$ cat src/rtl/ntt_pkg.sv
// Package for the note string to tone block: field widths, codes, state types,
// the octave 4 period tables and the controller command and status structs.
// No dependencies; every other file of the block imports it.
`default_nettype none

package ntt_pkg;

  localparam int KIND_W   = 2;
  localparam int CHAR_W   = 8;
  localparam int PERIOD_W = 17;
  localparam int MS_W     = 16;
  localparam int OFF_W    = 4;
  localparam int BPM_W    = 10;
  localparam int TPB_W    = 8;
  localparam int CFG_IDX_W = 2;
  localparam int CFG_DATA_W = 10;
  localparam int BASE_W   = 12;
  localparam int PROD_W   = 24;

  localparam logic [MS_W-1:0]   MS_PER_MINUTE = 16'd60000;
  localparam logic [OFF_W-1:0]  GAP_MS        = 4'd10;
  localparam logic [BPM_W-1:0]  BPM_RESET     = 10'd120;
  localparam logic [TPB_W-1:0]  TPB_RESET     = 8'd4;
  localparam logic [3:0]        OCTAVE_RESET  = 4'd4;
  localparam logic [7:0]        DUR_RESET     = 8'd4;

  localparam logic [CHAR_W-1:0] CHAR_SHARP = 8'h23;
  localparam logic [CHAR_W-1:0] CHAR_FLAT  = 8'h62;
  localparam logic [CHAR_W-1:0] CHAR_COLON = 8'h3a;

  // Letter codes are the low five bits of the ASCII letter.
  localparam logic [4:0] NOTE_A = 5'd1;
  localparam logic [4:0] NOTE_B = 5'd2;
  localparam logic [4:0] NOTE_E = 5'd5;
  localparam logic [4:0] NOTE_G = 5'd7;

  typedef enum logic [KIND_W-1:0] {
    KIND_NOTE  = 2'd0,
    KIND_BEAT  = 2'd1,
    KIND_START = 2'd2
  } kind_t;

  typedef enum logic [CFG_IDX_W-1:0] {
    CFG_BPM = 2'd0,
    CFG_TPB = 2'd1
  } cfg_index_t;

  typedef enum logic [2:0] {
    PH_LETTER       = 3'd0,
    PH_AFTER_LETTER = 3'd1,
    PH_AFTER_ACC    = 3'd2,
    PH_AFTER_OCT    = 3'd3,
    PH_DUR1         = 3'd4,
    PH_DUR2         = 3'd5,
    PH_DONE         = 3'd6
  } parse_phase_t;

  typedef enum logic [2:0] {
    S_BEAT_START,
    S_BEAT_WAIT,
    S_TICK_START,
    S_TICK_WAIT,
    S_IDLE,
    S_CALC,
    S_OUT
  } ctrl_state_t;

  typedef struct packed {
    logic take;       // an input item transfers this cycle
    logic div_start;  // launch the shared divider
    logic div_sel;    // 0: ms per beat, 1: ms per tick
    logic load_note;  // load the result register from the parsed note
    logic load_beat;  // load the result register with a beat of silence
  } ntt_cmd_t;

  typedef struct packed {
    logic div_done;
  } ntt_status_t;

  function automatic logic [BASE_W-1:0] plain_period(input logic [2:0] idx);
    logic [BASE_W-1:0] p;
    case (idx)
      3'd0:    p = 12'd2273;
      3'd1:    p = 12'd2025;
      3'd2:    p = 12'd3822;
      3'd3:    p = 12'd3405;
      3'd4:    p = 12'd3034;
      3'd5:    p = 12'd2863;
      3'd6:    p = 12'd2551;
      default: p = '0;
    endcase
    return p;
  endfunction

  function automatic logic [BASE_W-1:0] sharp_period(input logic [2:0] idx);
    logic [BASE_W-1:0] p;
    case (idx)
      3'd0:    p = 12'd2145;
      3'd2:    p = 12'd3608;
      3'd3:    p = 12'd3214;
      3'd5:    p = 12'd2703;
      3'd6:    p = 12'd2408;
      default: p = '0;
    endcase
    return p;
  endfunction

endpackage

`default_nettype wire

$ cat src/rtl/ntt_if.sv
// Valid/ready channel interfaces of the note string to tone block.
// Depends on ntt_pkg for the payload widths.
`default_nettype none

interface ntt_note_if import ntt_pkg::*; ();
  logic              valid;
  logic              ready;
  logic [KIND_W-1:0] kind;
  logic [CHAR_W-1:0] char_req;
  logic              last;

  modport source (output valid, kind, char_req, last, input ready);
  modport sink   (input valid, kind, char_req, last, output ready);
endinterface

interface ntt_tone_if import ntt_pkg::*; ();
  logic                valid;
  logic                ready;
  logic                sound_on;
  logic [PERIOD_W-1:0] period_us;
  logic [MS_W-1:0]     on_ms;
  logic [OFF_W-1:0]    off_ms;

  modport source (output valid, sound_on, period_us, on_ms, off_ms, input ready);
  modport sink   (input valid, sound_on, period_us, on_ms, off_ms, output ready);
endinterface

interface ntt_cfg_if import ntt_pkg::*; ();
  logic                  valid;
  logic                  ready;
  logic [CFG_IDX_W-1:0]  index;
  logic [CFG_DATA_W-1:0] data;

  modport source (output valid, index, data, input ready);
  modport sink   (input valid, index, data, output ready);
endinterface

`default_nettype wire

$ cat src/rtl/ntt_div.sv
// Restoring divider, one quotient bit per cycle, for the tempo quotients.
// Depends on ntt_pkg for widths.
`default_nettype none

module ntt_div import ntt_pkg::*; (
  input  wire logic             clk,
  input  wire logic             rst,
  input  wire logic             start,
  input  wire logic [MS_W-1:0]  dividend,
  input  wire logic [BPM_W-1:0] divisor,
  output logic [MS_W-1:0]       quotient,
  output logic                  done
);

  localparam int CNT_W = $clog2(MS_W);

  logic             busy;
  logic [CNT_W-1:0] cnt;
  logic [BPM_W-1:0] dvsr;
  logic [BPM_W-1:0] rem;
  logic [BPM_W:0]   trial;
  logic [BPM_W:0]   diff;
  logic             ge;

  assign trial = {rem, quotient[MS_W-1]};
  assign diff  = trial - {1'b0, dvsr};
  assign ge    = trial >= {1'b0, dvsr};

  always_ff @(posedge clk) begin
    if (rst) begin
      busy <= 1'b0;
      done <= 1'b0;
      cnt  <= '0;
    end else begin
      done <= 1'b0;
      if (start) begin
        busy <= 1'b1;
        cnt  <= '0;
      end else if (busy) begin
        cnt <= cnt + 1'b1;
        if (cnt == CNT_W'(MS_W - 1)) begin
          busy <= 1'b0;
          done <= 1'b1;
        end
      end
    end
  end

  // The quotient shifts in over the dividend, so it holds the dividend at start.
  always_ff @(posedge clk) begin
    if (start) begin
      quotient <= dividend;
      dvsr     <= divisor;
      rem      <= '0;
    end else if (busy) begin
      quotient <= {quotient[MS_W-2:0], ge};
      rem      <= ge ? diff[BPM_W-1:0] : trial[BPM_W-1:0];
    end
  end

`ifndef SYNTH
  a_done_after_busy: assert property (@(posedge clk) disable iff (rst)
    done |-> $past(busy))
    else $error("divider done without a running division");
  a_start_runs: assert property (@(posedge clk) disable iff (rst)
    start |=> busy && !done)
    else $error("divider did not start");
`endif

endmodule

`default_nettype wire

$ cat src/rtl/ntt_ctrl.sv
// Controller of the note string to tone block: sequences the tempo divisions,
// item transfers, the note calculation cycle and the result hand-off.
// Depends on ntt_pkg for the state type and the command and status structs.
`default_nettype none

module ntt_ctrl import ntt_pkg::*; (
  input  wire logic              clk,
  input  wire logic              rst,
  input  wire logic              in_valid,
  input  wire logic [KIND_W-1:0] kind,
  input  wire logic              last,
  input  wire logic              out_ready,
  input  wire logic              cfg_write,
  input  wire ntt_status_t       status,
  output logic                   in_ready,
  output logic                   out_valid,
  output ntt_cmd_t               cmd
);

  ctrl_state_t state;
  ctrl_state_t state_next;

  always_ff @(posedge clk) begin
    if (rst) state <= S_BEAT_START;
    else     state <= state_next;
  end

  always_comb begin
    state_next = state;
    unique case (state)
      S_BEAT_START: state_next = S_BEAT_WAIT;
      S_BEAT_WAIT:  if (status.div_done) state_next = S_TICK_START;
      S_TICK_START: state_next = S_TICK_WAIT;
      S_TICK_WAIT:  if (status.div_done) state_next = S_IDLE;
      S_IDLE: begin
        if (in_valid) begin
          if (kind == KIND_NOTE && last) state_next = S_CALC;
          else if (kind == KIND_BEAT)    state_next = S_OUT;
        end
      end
      S_CALC: state_next = S_OUT;
      S_OUT:  if (out_ready) state_next = S_IDLE;
      default: state_next = S_BEAT_START;
    endcase
    // A new tempo or tick count invalidates both quotients.
    if (cfg_write) state_next = S_BEAT_START;
  end

  always_comb begin
    in_ready      = 1'b0;
    out_valid     = 1'b0;
    cmd           = '0;
    unique case (state)
      S_BEAT_START: cmd.div_start = 1'b1;
      S_BEAT_WAIT:  cmd.div_sel = 1'b0;
      S_TICK_START: begin
        cmd.div_start = 1'b1;
        cmd.div_sel   = 1'b1;
      end
      S_TICK_WAIT:  cmd.div_sel = 1'b1;
      S_IDLE: begin
        in_ready      = 1'b1;
        cmd.take      = in_valid;
        cmd.load_beat = in_valid && kind == KIND_BEAT;
      end
      S_CALC: cmd.load_note = 1'b1;
      S_OUT:  out_valid = 1'b1;
      default: ;
    endcase
  end

`ifndef SYNTH
  a_ready_xor_result: assert property (@(posedge clk) disable iff (rst)
    !(in_ready && out_valid))
    else $error("input ready while a result is pending");
  a_calc_to_out: assert property (@(posedge clk) disable iff (rst)
    (state == S_CALC && !cfg_write) |=> out_valid)
    else $error("note calculation did not present a result");
  a_last_char_calc: assert property (@(posedge clk) disable iff (rst)
    (cmd.take && kind == KIND_NOTE && last && !cfg_write) |=> state == S_CALC)
    else $error("last character did not start the note calculation");
`endif

endmodule

`default_nettype wire

$ cat src/rtl/ntt_dp.sv
// Datapath of the note string to tone block: tempo registers and quotients,
// the note string parser, the period and tone time logic and the result register.
// Depends on ntt_pkg and on ntt_div.
`default_nettype none

module ntt_dp import ntt_pkg::*; (
  input  wire logic                  clk,
  input  wire logic                  rst,
  input  wire ntt_cmd_t              cmd,
  output ntt_status_t                status,
  input  wire logic [KIND_W-1:0]     kind,
  input  wire logic [CHAR_W-1:0]     char_req,
  input  wire logic                  last,
  input  wire logic                  cfg_write,
  input  wire logic [CFG_IDX_W-1:0]  cfg_index,
  input  wire logic [CFG_DATA_W-1:0] cfg_data,
  output logic                       sound_on,
  output logic [PERIOD_W-1:0]        period_us,
  output logic [MS_W-1:0]            on_ms,
  output logic [OFF_W-1:0]           off_ms
);

  // Tempo registers and the quotients derived from them.
  logic [BPM_W-1:0] bpm;
  logic [TPB_W-1:0] tpb;
  logic [BPM_W-1:0] bpm_eff;
  logic [TPB_W-1:0] tpb_eff;
  logic [MS_W-1:0]  ms_per_beat;
  logic [MS_W-1:0]  tick_ms;
  logic [MS_W-1:0]  div_dividend;
  logic [BPM_W-1:0] div_divisor;
  logic [MS_W-1:0]  div_quotient;
  logic             div_done;

  always_ff @(posedge clk) begin
    if (rst) begin
      bpm <= BPM_RESET;
      tpb <= TPB_RESET;
    end else if (cfg_write) begin
      case (cfg_index)
        CFG_BPM: bpm <= cfg_data[BPM_W-1:0];
        CFG_TPB: tpb <= cfg_data[TPB_W-1:0];
        default: ;
      endcase
    end
  end

  assign bpm_eff      = (bpm == '0) ? BPM_W'(1) : bpm;
  assign tpb_eff      = (tpb == '0) ? TPB_W'(1) : tpb;
  assign div_dividend = cmd.div_sel ? ms_per_beat : MS_PER_MINUTE;
  assign div_divisor  = cmd.div_sel ? {{(BPM_W-TPB_W){1'b0}}, tpb_eff} : bpm_eff;

  ntt_div u_div (
    .clk      (clk),
    .rst      (rst),
    .start    (cmd.div_start),
    .dividend (div_dividend),
    .divisor  (div_divisor),
    .quotient (div_quotient),
    .done     (div_done)
  );

  assign status.div_done = div_done;

  always_ff @(posedge clk) begin
    if (div_done) begin
      if (cmd.div_sel) tick_ms <= div_quotient;
      else             ms_per_beat <= div_quotient;
    end
  end

  // Parser state.
  parse_phase_t phase;
  logic [4:0]   note_code;
  logic         accidental;
  logic         octave_down;
  logic [3:0]   sticky_oct;
  logic [7:0]   sticky_dur;

  parse_phase_t phase_p;
  logic [4:0]   note_code_p;
  logic         accidental_p;
  logic         octave_down_p;
  logic [3:0]   sticky_oct_p;
  logic [7:0]   sticky_dur_p;
  logic [4:0]   flat_code;
  logic         letter_ok;

  assign letter_ok = note_code >= NOTE_A && note_code <= NOTE_G;
  assign flat_code = (note_code == NOTE_A) ? NOTE_G : note_code - 5'd1;

  always_comb begin
    phase_p       = phase;
    note_code_p   = note_code;
    accidental_p  = accidental;
    octave_down_p = octave_down;
    sticky_oct_p  = sticky_oct;
    sticky_dur_p  = sticky_dur;
    unique case (phase)
      PH_LETTER: begin
        note_code_p   = char_req[4:0];
        accidental_p  = 1'b0;
        octave_down_p = 1'b0;
        phase_p       = PH_AFTER_LETTER;
      end
      PH_AFTER_LETTER, PH_AFTER_ACC: begin
        if (phase == PH_AFTER_LETTER && (char_req == CHAR_SHARP || char_req == CHAR_FLAT)) begin
          if (letter_ok) begin
            accidental_p = 1'b1;
            if (char_req == CHAR_FLAT) begin
              // A flat is the sharp of the letter below; Cb and Fb have no sharp.
              note_code_p   = flat_code;
              octave_down_p = flat_code == NOTE_B;
              accidental_p  = !(flat_code == NOTE_B || flat_code == NOTE_E);
            end
          end
          phase_p = PH_AFTER_ACC;
        end else if (char_req == CHAR_COLON) begin
          phase_p = PH_DUR1;
        end else begin
          sticky_oct_p = char_req[3:0];
          phase_p      = PH_AFTER_OCT;
        end
      end
      PH_AFTER_OCT: phase_p = (char_req == CHAR_COLON) ? PH_DUR1 : PH_DONE;
      PH_DUR1: begin
        sticky_dur_p = {4'b0, char_req[3:0]};
        phase_p      = PH_DUR2;
      end
      PH_DUR2: begin
        sticky_dur_p = {sticky_dur[4:0], 3'b0} + {sticky_dur[6:0], 1'b0}
                     + {4'b0, char_req[3:0]};
        phase_p      = PH_DONE;
      end
      default: phase_p = PH_DONE;
    endcase
  end

  always_ff @(posedge clk) begin
    if (rst) begin
      phase       <= PH_LETTER;
      note_code   <= '0;
      accidental  <= 1'b0;
      octave_down <= 1'b0;
      sticky_oct  <= OCTAVE_RESET;
      sticky_dur  <= DUR_RESET;
    end else if (cmd.take) begin
      case (kind)
        KIND_NOTE: begin
          note_code   <= note_code_p;
          accidental  <= accidental_p;
          octave_down <= octave_down_p;
          sticky_oct  <= sticky_oct_p;
          sticky_dur  <= sticky_dur_p;
          phase       <= last ? PH_LETTER : phase_p;
        end
        KIND_BEAT: phase <= PH_LETTER;
        KIND_START: begin
          phase      <= PH_LETTER;
          sticky_oct <= OCTAVE_RESET;
          sticky_dur <= DUR_RESET;
        end
        default: ;
      endcase
    end
  end

  // Period: octave 4 table value shifted by the octave offset.
  logic [2:0]          idx;
  logic [BASE_W-1:0]   base;
  logic [PERIOD_W-1:0] base_w;
  logic signed [5:0]   shift;
  logic [5:0]          shift_neg;
  logic [PERIOD_W-1:0] period;

  assign idx       = note_code[2:0] - 3'd1;
  assign base      = accidental ? sharp_period(idx) : plain_period(idx);
  assign base_w    = {{(PERIOD_W-BASE_W){1'b0}}, base};
  assign shift     = signed'({2'b00, sticky_oct}) - signed'({5'b0, octave_down}) - 6'sd4;
  assign shift_neg = 6'(-shift);
  assign period    = (shift >= 0) ? (base_w >> shift[3:0]) : (base_w << shift_neg[2:0]);

  // Tone time: ticks times ms per tick less the gap, kept within 0 to 60000.
  logic [PROD_W-1:0] prod;
  logic [PROD_W-1:0] prod_gap;
  logic [MS_W-1:0]   tone_ms;

  assign prod     = {8'b0, tick_ms} * {16'b0, sticky_dur};
  assign prod_gap = prod - {20'b0, GAP_MS};

  always_comb begin
    if (prod <= {20'b0, GAP_MS})               tone_ms = '0;
    else if (prod_gap > {8'b0, MS_PER_MINUTE}) tone_ms = MS_PER_MINUTE;
    else                                       tone_ms = prod_gap[MS_W-1:0];
  end

  always_ff @(posedge clk) begin
    if (cmd.load_note) begin
      sound_on  <= letter_ok;
      period_us <= letter_ok ? period : '0;
      on_ms     <= tone_ms;
      off_ms    <= GAP_MS;
    end else if (cmd.load_beat) begin
      sound_on  <= 1'b0;
      period_us <= '0;
      on_ms     <= ms_per_beat;
      off_ms    <= '0;
    end
  end

endmodule

`default_nettype wire

$ cat src/rtl/note_string_to_tone.sv
// Note string to tone: top level joining the controller and the datapath.
// Depends on ntt_pkg, the channel interfaces, ntt_ctrl and ntt_dp.
`default_nettype none

// The block reads a note string one character per transfer and, on the
// character marked last, presents one result with the tone period, tone time
// and trailing gap; an empty item presents one beat of silence at once.
// A character that ends no note leaves the block ready for the next item. A
// last character goes through transfer, calculation and result, a beat rest
// through transfer and result; a result waits to be taken, and no item is
// taken while one is pending. After reset and every configuration write the
// block divides 60000 by the tempo and then by the tick count in one shared
// bit-serial divider (launch, 16 quotient bits, done) and takes no item
// until both quotients are done. The configuration channel is always ready.
module note_string_to_tone import ntt_pkg::*; (
  input  wire logic  clk,
  input  wire logic  rst,
  ntt_note_if.sink   note,
  ntt_tone_if.source tone,
  ntt_cfg_if.sink    cfg
);

  ntt_cmd_t    cmd;
  ntt_status_t status;
  logic        cfg_write;

  assign cfg.ready = 1'b1;
  assign cfg_write = cfg.valid && cfg.ready;

  ntt_ctrl u_ctrl (
    .clk       (clk),
    .rst       (rst),
    .in_valid  (note.valid),
    .kind      (note.kind),
    .last      (note.last),
    .out_ready (tone.ready),
    .cfg_write (cfg_write),
    .status    (status),
    .in_ready  (note.ready),
    .out_valid (tone.valid),
    .cmd       (cmd)
  );

  ntt_dp u_dp (
    .clk       (clk),
    .rst       (rst),
    .cmd       (cmd),
    .status    (status),
    .kind      (note.kind),
    .char_req  (note.char_req),
    .last      (note.last),
    .cfg_write (cfg_write),
    .cfg_index (cfg.index),
    .cfg_data  (cfg.data),
    .sound_on  (tone.sound_on),
    .period_us (tone.period_us),
    .on_ms     (tone.on_ms),
    .off_ms    (tone.off_ms)
  );

endmodule

`default_nettype wire
$ cat src/flat_wrapper.sv
// flat-port wrapper written by rule: the top's interface ports become plain ports
module note_string_to_tone_flat import ntt_pkg::*;
  (clk, rst, note_valid, note_kind, note_char_req, note_last, note_ready, tone_valid, tone_sound_on, tone_period_us, tone_on_ms, tone_off_ms, tone_ready, cfg_valid, cfg_index, cfg_data, cfg_ready);
  ntt_note_if note_i ();
  ntt_tone_if tone_i ();
  ntt_cfg_if cfg_i ();
  input  wire logic clk;
  input  wire logic rst;
  input wire logic [$bits(note_i.valid)-1:0] note_valid;
  input wire logic [$bits(note_i.kind)-1:0] note_kind;
  input wire logic [$bits(note_i.char_req)-1:0] note_char_req;
  input wire logic [$bits(note_i.last)-1:0] note_last;
  output wire logic [$bits(note_i.ready)-1:0] note_ready;
  output wire logic [$bits(tone_i.valid)-1:0] tone_valid;
  output wire logic [$bits(tone_i.sound_on)-1:0] tone_sound_on;
  output wire logic [$bits(tone_i.period_us)-1:0] tone_period_us;
  output wire logic [$bits(tone_i.on_ms)-1:0] tone_on_ms;
  output wire logic [$bits(tone_i.off_ms)-1:0] tone_off_ms;
  input wire logic [$bits(tone_i.ready)-1:0] tone_ready;
  input wire logic [$bits(cfg_i.valid)-1:0] cfg_valid;
  input wire logic [$bits(cfg_i.index)-1:0] cfg_index;
  input wire logic [$bits(cfg_i.data)-1:0] cfg_data;
  output wire logic [$bits(cfg_i.ready)-1:0] cfg_ready;
  assign note_i.valid = note_valid;
  assign note_i.kind = note_kind;
  assign note_i.char_req = note_char_req;
  assign note_i.last = note_last;
  assign note_ready = note_i.ready;
  assign tone_valid = tone_i.valid;
  assign tone_sound_on = tone_i.sound_on;
  assign tone_period_us = tone_i.period_us;
  assign tone_on_ms = tone_i.on_ms;
  assign tone_off_ms = tone_i.off_ms;
  assign tone_i.ready = tone_ready;
  assign cfg_i.valid = cfg_valid;
  assign cfg_i.index = cfg_index;
  assign cfg_i.data = cfg_data;
  assign cfg_ready = cfg_i.ready;
  note_string_to_tone u_core (.clk(clk), .rst(rst), .note(note_i), .tone(tone_i), .cfg(cfg_i));
endmodule
$ cat config.mk
export PLATFORM = sky130hd
export DESIGN_NAME = note_string_to_tone_flat
export DESIGN_NICKNAME = d
export VERILOG_FILES = /design/src/rtl/ntt_pkg.sv /design/src/rtl/ntt_if.sv /design/src/rtl/ntt_div.sv /design/src/rtl/ntt_ctrl.sv /design/src/rtl/ntt_dp.sv /design/src/rtl/note_string_to_tone.sv /design/src/flat_wrapper.sv
export SDC_FILE = /design/constraint.sdc
export NUM_CORES = 1
export LEC_CHECK = 0
export BUFFER_PORTS_ARGS = -buffer_cell sky130_fd_sc_hd__buf_2
export CAP_MARGIN = 5
export CORE_MARGIN = 2
export CORE_UTILIZATION = 31
export DETAILED_ROUTE_END_ITERATION = 12
export HOLD_SLACK_MARGIN = 0.1
export PLACE_DENSITY_LB_ADDON = 0.25
export SLEW_MARGIN = 40
export SYNTH_ARGS = -nofsm -noshare
export SYNTH_HDL_FRONTEND = slang
export SYNTH_SLANG_ARGS = --single-unit
$ cat constraint.sdc
create_clock -name clk -period 13.3 [get_ports clk]
set_clock_uncertainty 0.2 [all_clocks]
set_input_delay 0.665 -clock clk [delete_from_list [all_inputs] [get_ports clk]]
set_output_delay 0.665 -clock clk [all_outputs]
set_load 0.02 [all_outputs]
==> impl_metrics.toml <==
[setup_path]
cp_slowest_cell = "dfxtp_1"
path_max_fanout = 18
crit_arrival_ps = 6480
critPathCaptureType = "flip-flop"
cp.required_ps = 13250
critPathMostFrequentCell = "fa_1"
max_stage_delay_ps = 730
cp-start-kind = "flip-flop"
path_class = "flip-flop to flip-flop"
crit_chain = "and2_1 -> fa_1 -> fa_1 -> fa_1 -> inv_1 -> fa_1 -> inv_1 -> ha_1 -> a21oi_1 -> o21ai_2 -> o21ai_1 -> nor3b_1 -> nor2_1 -> nor4_2 -> a21boi_1 -> o21a_1 -> a32oi_1"

[place]
place_ws_ps = 6850
placed_area_mm2 = 0.0140
dpl.cell_count = 1961
port_buffers = 65
dp_hpwl_mm = 25.5
gp_congestion = 0.872

[sta]
worst_slack_ps = 6770
whs_ps = 257
worstMarginPinSlew_ps = 774
grt_setup_unrepaired = "no"
slew_headroom_pct = 48.4
fin_tns_setup_ps = 0
fmax_mhz = 153
setup_viol = 0
timing.final.crit_share_pct = 49.1
fin_crit_ps = 6530
hold_viol = 0
final_max_slew_viol_count = 0

[floorplan]
num_rows = 75
die_area_mm2 = 0.0445
pin_count = 69
die_w_um = 211
initial_core_util_pct = 31.5
core_area_mm2 = 0.0421
dieHeight_um = 211

[cts]
cts_resized = 0
cts_buffers = 17
cts_setup_buffers = 0
cts_tree = "built"
postCtsHoldBufs = 0
cts_num_sinks = 152
cts_max_path_buffers = 2
clk_pin_slew_worst_paths_ps = 70
htreeDepth = 4
insertion_delay_ps = 420
root_buffer = "clkbuf_16"

[outcome]
status = "completed"

[synthesis]
syn_area_mm2 = 0.0133
syn_inst = 1425
avgSynthCellArea_um2 = 9.31
yosys_most_used_dff = "edfxtp_1"
ys_types = 89
synth_edf_count = 92
ys_seq_area_share_pct = 29.9
yosysWarnings = 0
synth_seq_cells = 152
ys_async_sr_fraction_pct = 0

[cells_and_area]
fin_nets = 1637
multi_input_area_mm2 = 0.00862
fillers = 4352
final_cell_area_mm2 = 0.0146
instances_no_fill = 1993
diodes = 0
drive_above_1_share_pct = 10.4
seq_area_mm2 = 0.00397
layout-area-overhead-vs-synth_pct = 10.1
final_util_pct = 34.7

[job]
cap_violations = 0

[pwr]
power_frac_seq_pct = 49.6
clkPwrFrac_pct = 45.7
power_frac_comb_pct = 4.7
powerDensity_mw_per_mm2 = 70.9
swShare_pct = 22.4
peakVddDrop_v = 0.0000703
p_int_mw = 0.804
leakagePower_nw = 6.20
p_switching_mw = 0.232
p_total_mw = 1.04

[detailed_routing]
post-route-drc-count = 0
dr.pass1.iters = 5
post_drt_wl_per_cell_um = 16.4
vias = 10254
via_per_inst = 5.15
drt_iter0_drc = 419
drtAntennaViolNets = 0
totalWireLength_mm = 32.8

[grt]
grt_pass1_wl_mm = 54.4
grtUsageTotal_pct = 15.2
grt_pass1_vias = 10256
grt-ovfl-total = 0
grt_max_degree = 49
antenna_found_initial = 0

[worst_hold_path]
min_path_type = "input pin to flip-flop"
==> final timing paths <==
path / startpoint / endpoint / slack, ps / cells after the start
max: u_core.u_dp.sticky_dur[6] / u_core.u_dp.on_ms[11] / 6770 / 17
min: cfg_data[5] / u_core.u_dp.bpm[5] / 260 / 2
max reg2reg: u_core.u_dp.sticky_dur[6] / u_core.u_dp.on_ms[11] / 6770 / 17
min reg2reg: u_core.u_dp.u_div.cnt[3] / u_core.u_dp.u_div.done / 280 / 2
==> cells in the final DEF (no fill, tap or decap), types with 15 or more instances in the layout <==
master and count:
clkbuf_16 17, and2_1 104, nor2_1 111, o21ai_0 58, xnor2_1 25, ha_1 80, nor3_1 30, buf_2 64
inv_1 108, xor2_1 16, nand2b_1 18, a21o_1 17, nor2b_1 20, a21oi_1 75, a211oi_1 15, dfxtp_1 59
mux2i_1 48, edfxtp_1 92, fa_1 87, nand3_1 22, nand2_1 125
==> layer usage <==
metal,up-vias,global-route usage [%],share of wire (%)
met5,-,0,0
met4,0,3.42,1.3
met3,30,1.98,3.3
met2,187,24.5,45
met1,4987,21.6,50
li1,5050,-,-
==> power groups by stage <==
stage	clock network (mW)	registers, mW	logic [mW]
floorplan	0	0.520	0.0367
global placement	0	0.524	0.0484
detailed placement	0	0.525	0.0490
CTS	0.484	0.514	0.0494
global route	0.503	0.516	0.0559
finish	0.473	0.514	0.0486
==> sequential cells by signal, summed over array words and instances, names as in the netlist, 3 cells and up <==
register and flops:
u_core.u_ctrl.state 3, u_core.u_dp.bpm 10, u_core.u_dp.ms_per_beat 16, u_core.u_dp.note_code 5
u_core.u_dp.on_ms 16, u_core.u_dp.period_us 17, u_core.u_dp.phase 3, u_core.u_dp.sticky_dur 8
u_core.u_dp.sticky_oct 4, u_core.u_dp.tick_ms 16, u_core.u_dp.tpb 8, u_core.u_dp.u_div.cnt 4
u_core.u_dp.u_div.dvsr 10, u_core.u_dp.u_div.quotient 16, u_core.u_dp.u_div.rem 10
==> final cells by class <==
cell class | count | share of cell area (%)
clock inverters | 13 | 0.976
repair buffers | 70 | 2.50
well taps | 539 | 4.62
clock buffers | 19 | 2.96
inverters | 109 | 2.81
multi-input cells | 1091 | 59.0
flip-flops and latches | 152 | 27.1
==> Yosys cell counts, types with 5 or more instances <==
library cell  count  area share [%]
or2_2             6            0.28
nand4_1           5            0.24
nor2b_1          20            0.94
nor3b_1           7            0.40
nor4_1           11            0.52
o21a_1            6            0.34
nand3b_1          8            0.45
mux2_2           10            0.85
a211oi_1         15            0.85
o21ai_0          59             2.2
a21oi_1          75             2.8
a41oi_1           5            0.33
nand2b_1         18            0.85
inv_1           108             3.1
edfxtp_1         92              21
or3_1             5            0.24
o21ai_2           9            0.59
buf_1             5            0.14
nand3_1          22            0.83
a22oi_1           9            0.51
o311ai_0          5            0.33
and2_1          105             5.0
a31oi_1          12            0.57
o211ai_1         14            0.79
nor3_1           30             1.1
o22a_1            9            0.59
xnor2_1          26             1.7
xor2_1           16             1.1
a21boi_0          5            0.28
clkbuf_1         60             1.7
and3_1            6            0.28
nand2_1         125             3.5
ha_1             81             7.6
nor2_1          111             3.1
a22o_1           12            0.79
a32oi_1           6            0.40
dfxtp_1          60             9.1
mux2i_1          48             3.6
a21o_1           17            0.96
a211o_1           9            0.59
fa_1             87              13
==> cell families after synthesis <==
kind of cell,count (synthesis),share of synthesized area [%]
other,2,0.0566
adders and majority gates,170,20.9
buffers and inverters,183,5.39
muxes,61,4.98
and+or+nand+nor,496,18.9
DFF,152,29.9
AOI/OAI and AO/OA,317,16.8
xor gates and xnor gates,44,3.08
==> critical path, delay by kind of cell, from the launching register on <==
| kind | cells | cell delay, ps |
|---|---|---|
| flip-flops | 1 | 730 |
| adder cells (fa/ha/maj) | 5 | 2440 |
| AO/OA/AOI/OAI | 6 | 1500 |
| AND/OR/NAND/NOR | 4 | 1290 |
| buffers and inverters | 2 | 100 |
Power figures use the tool's default switching activity.
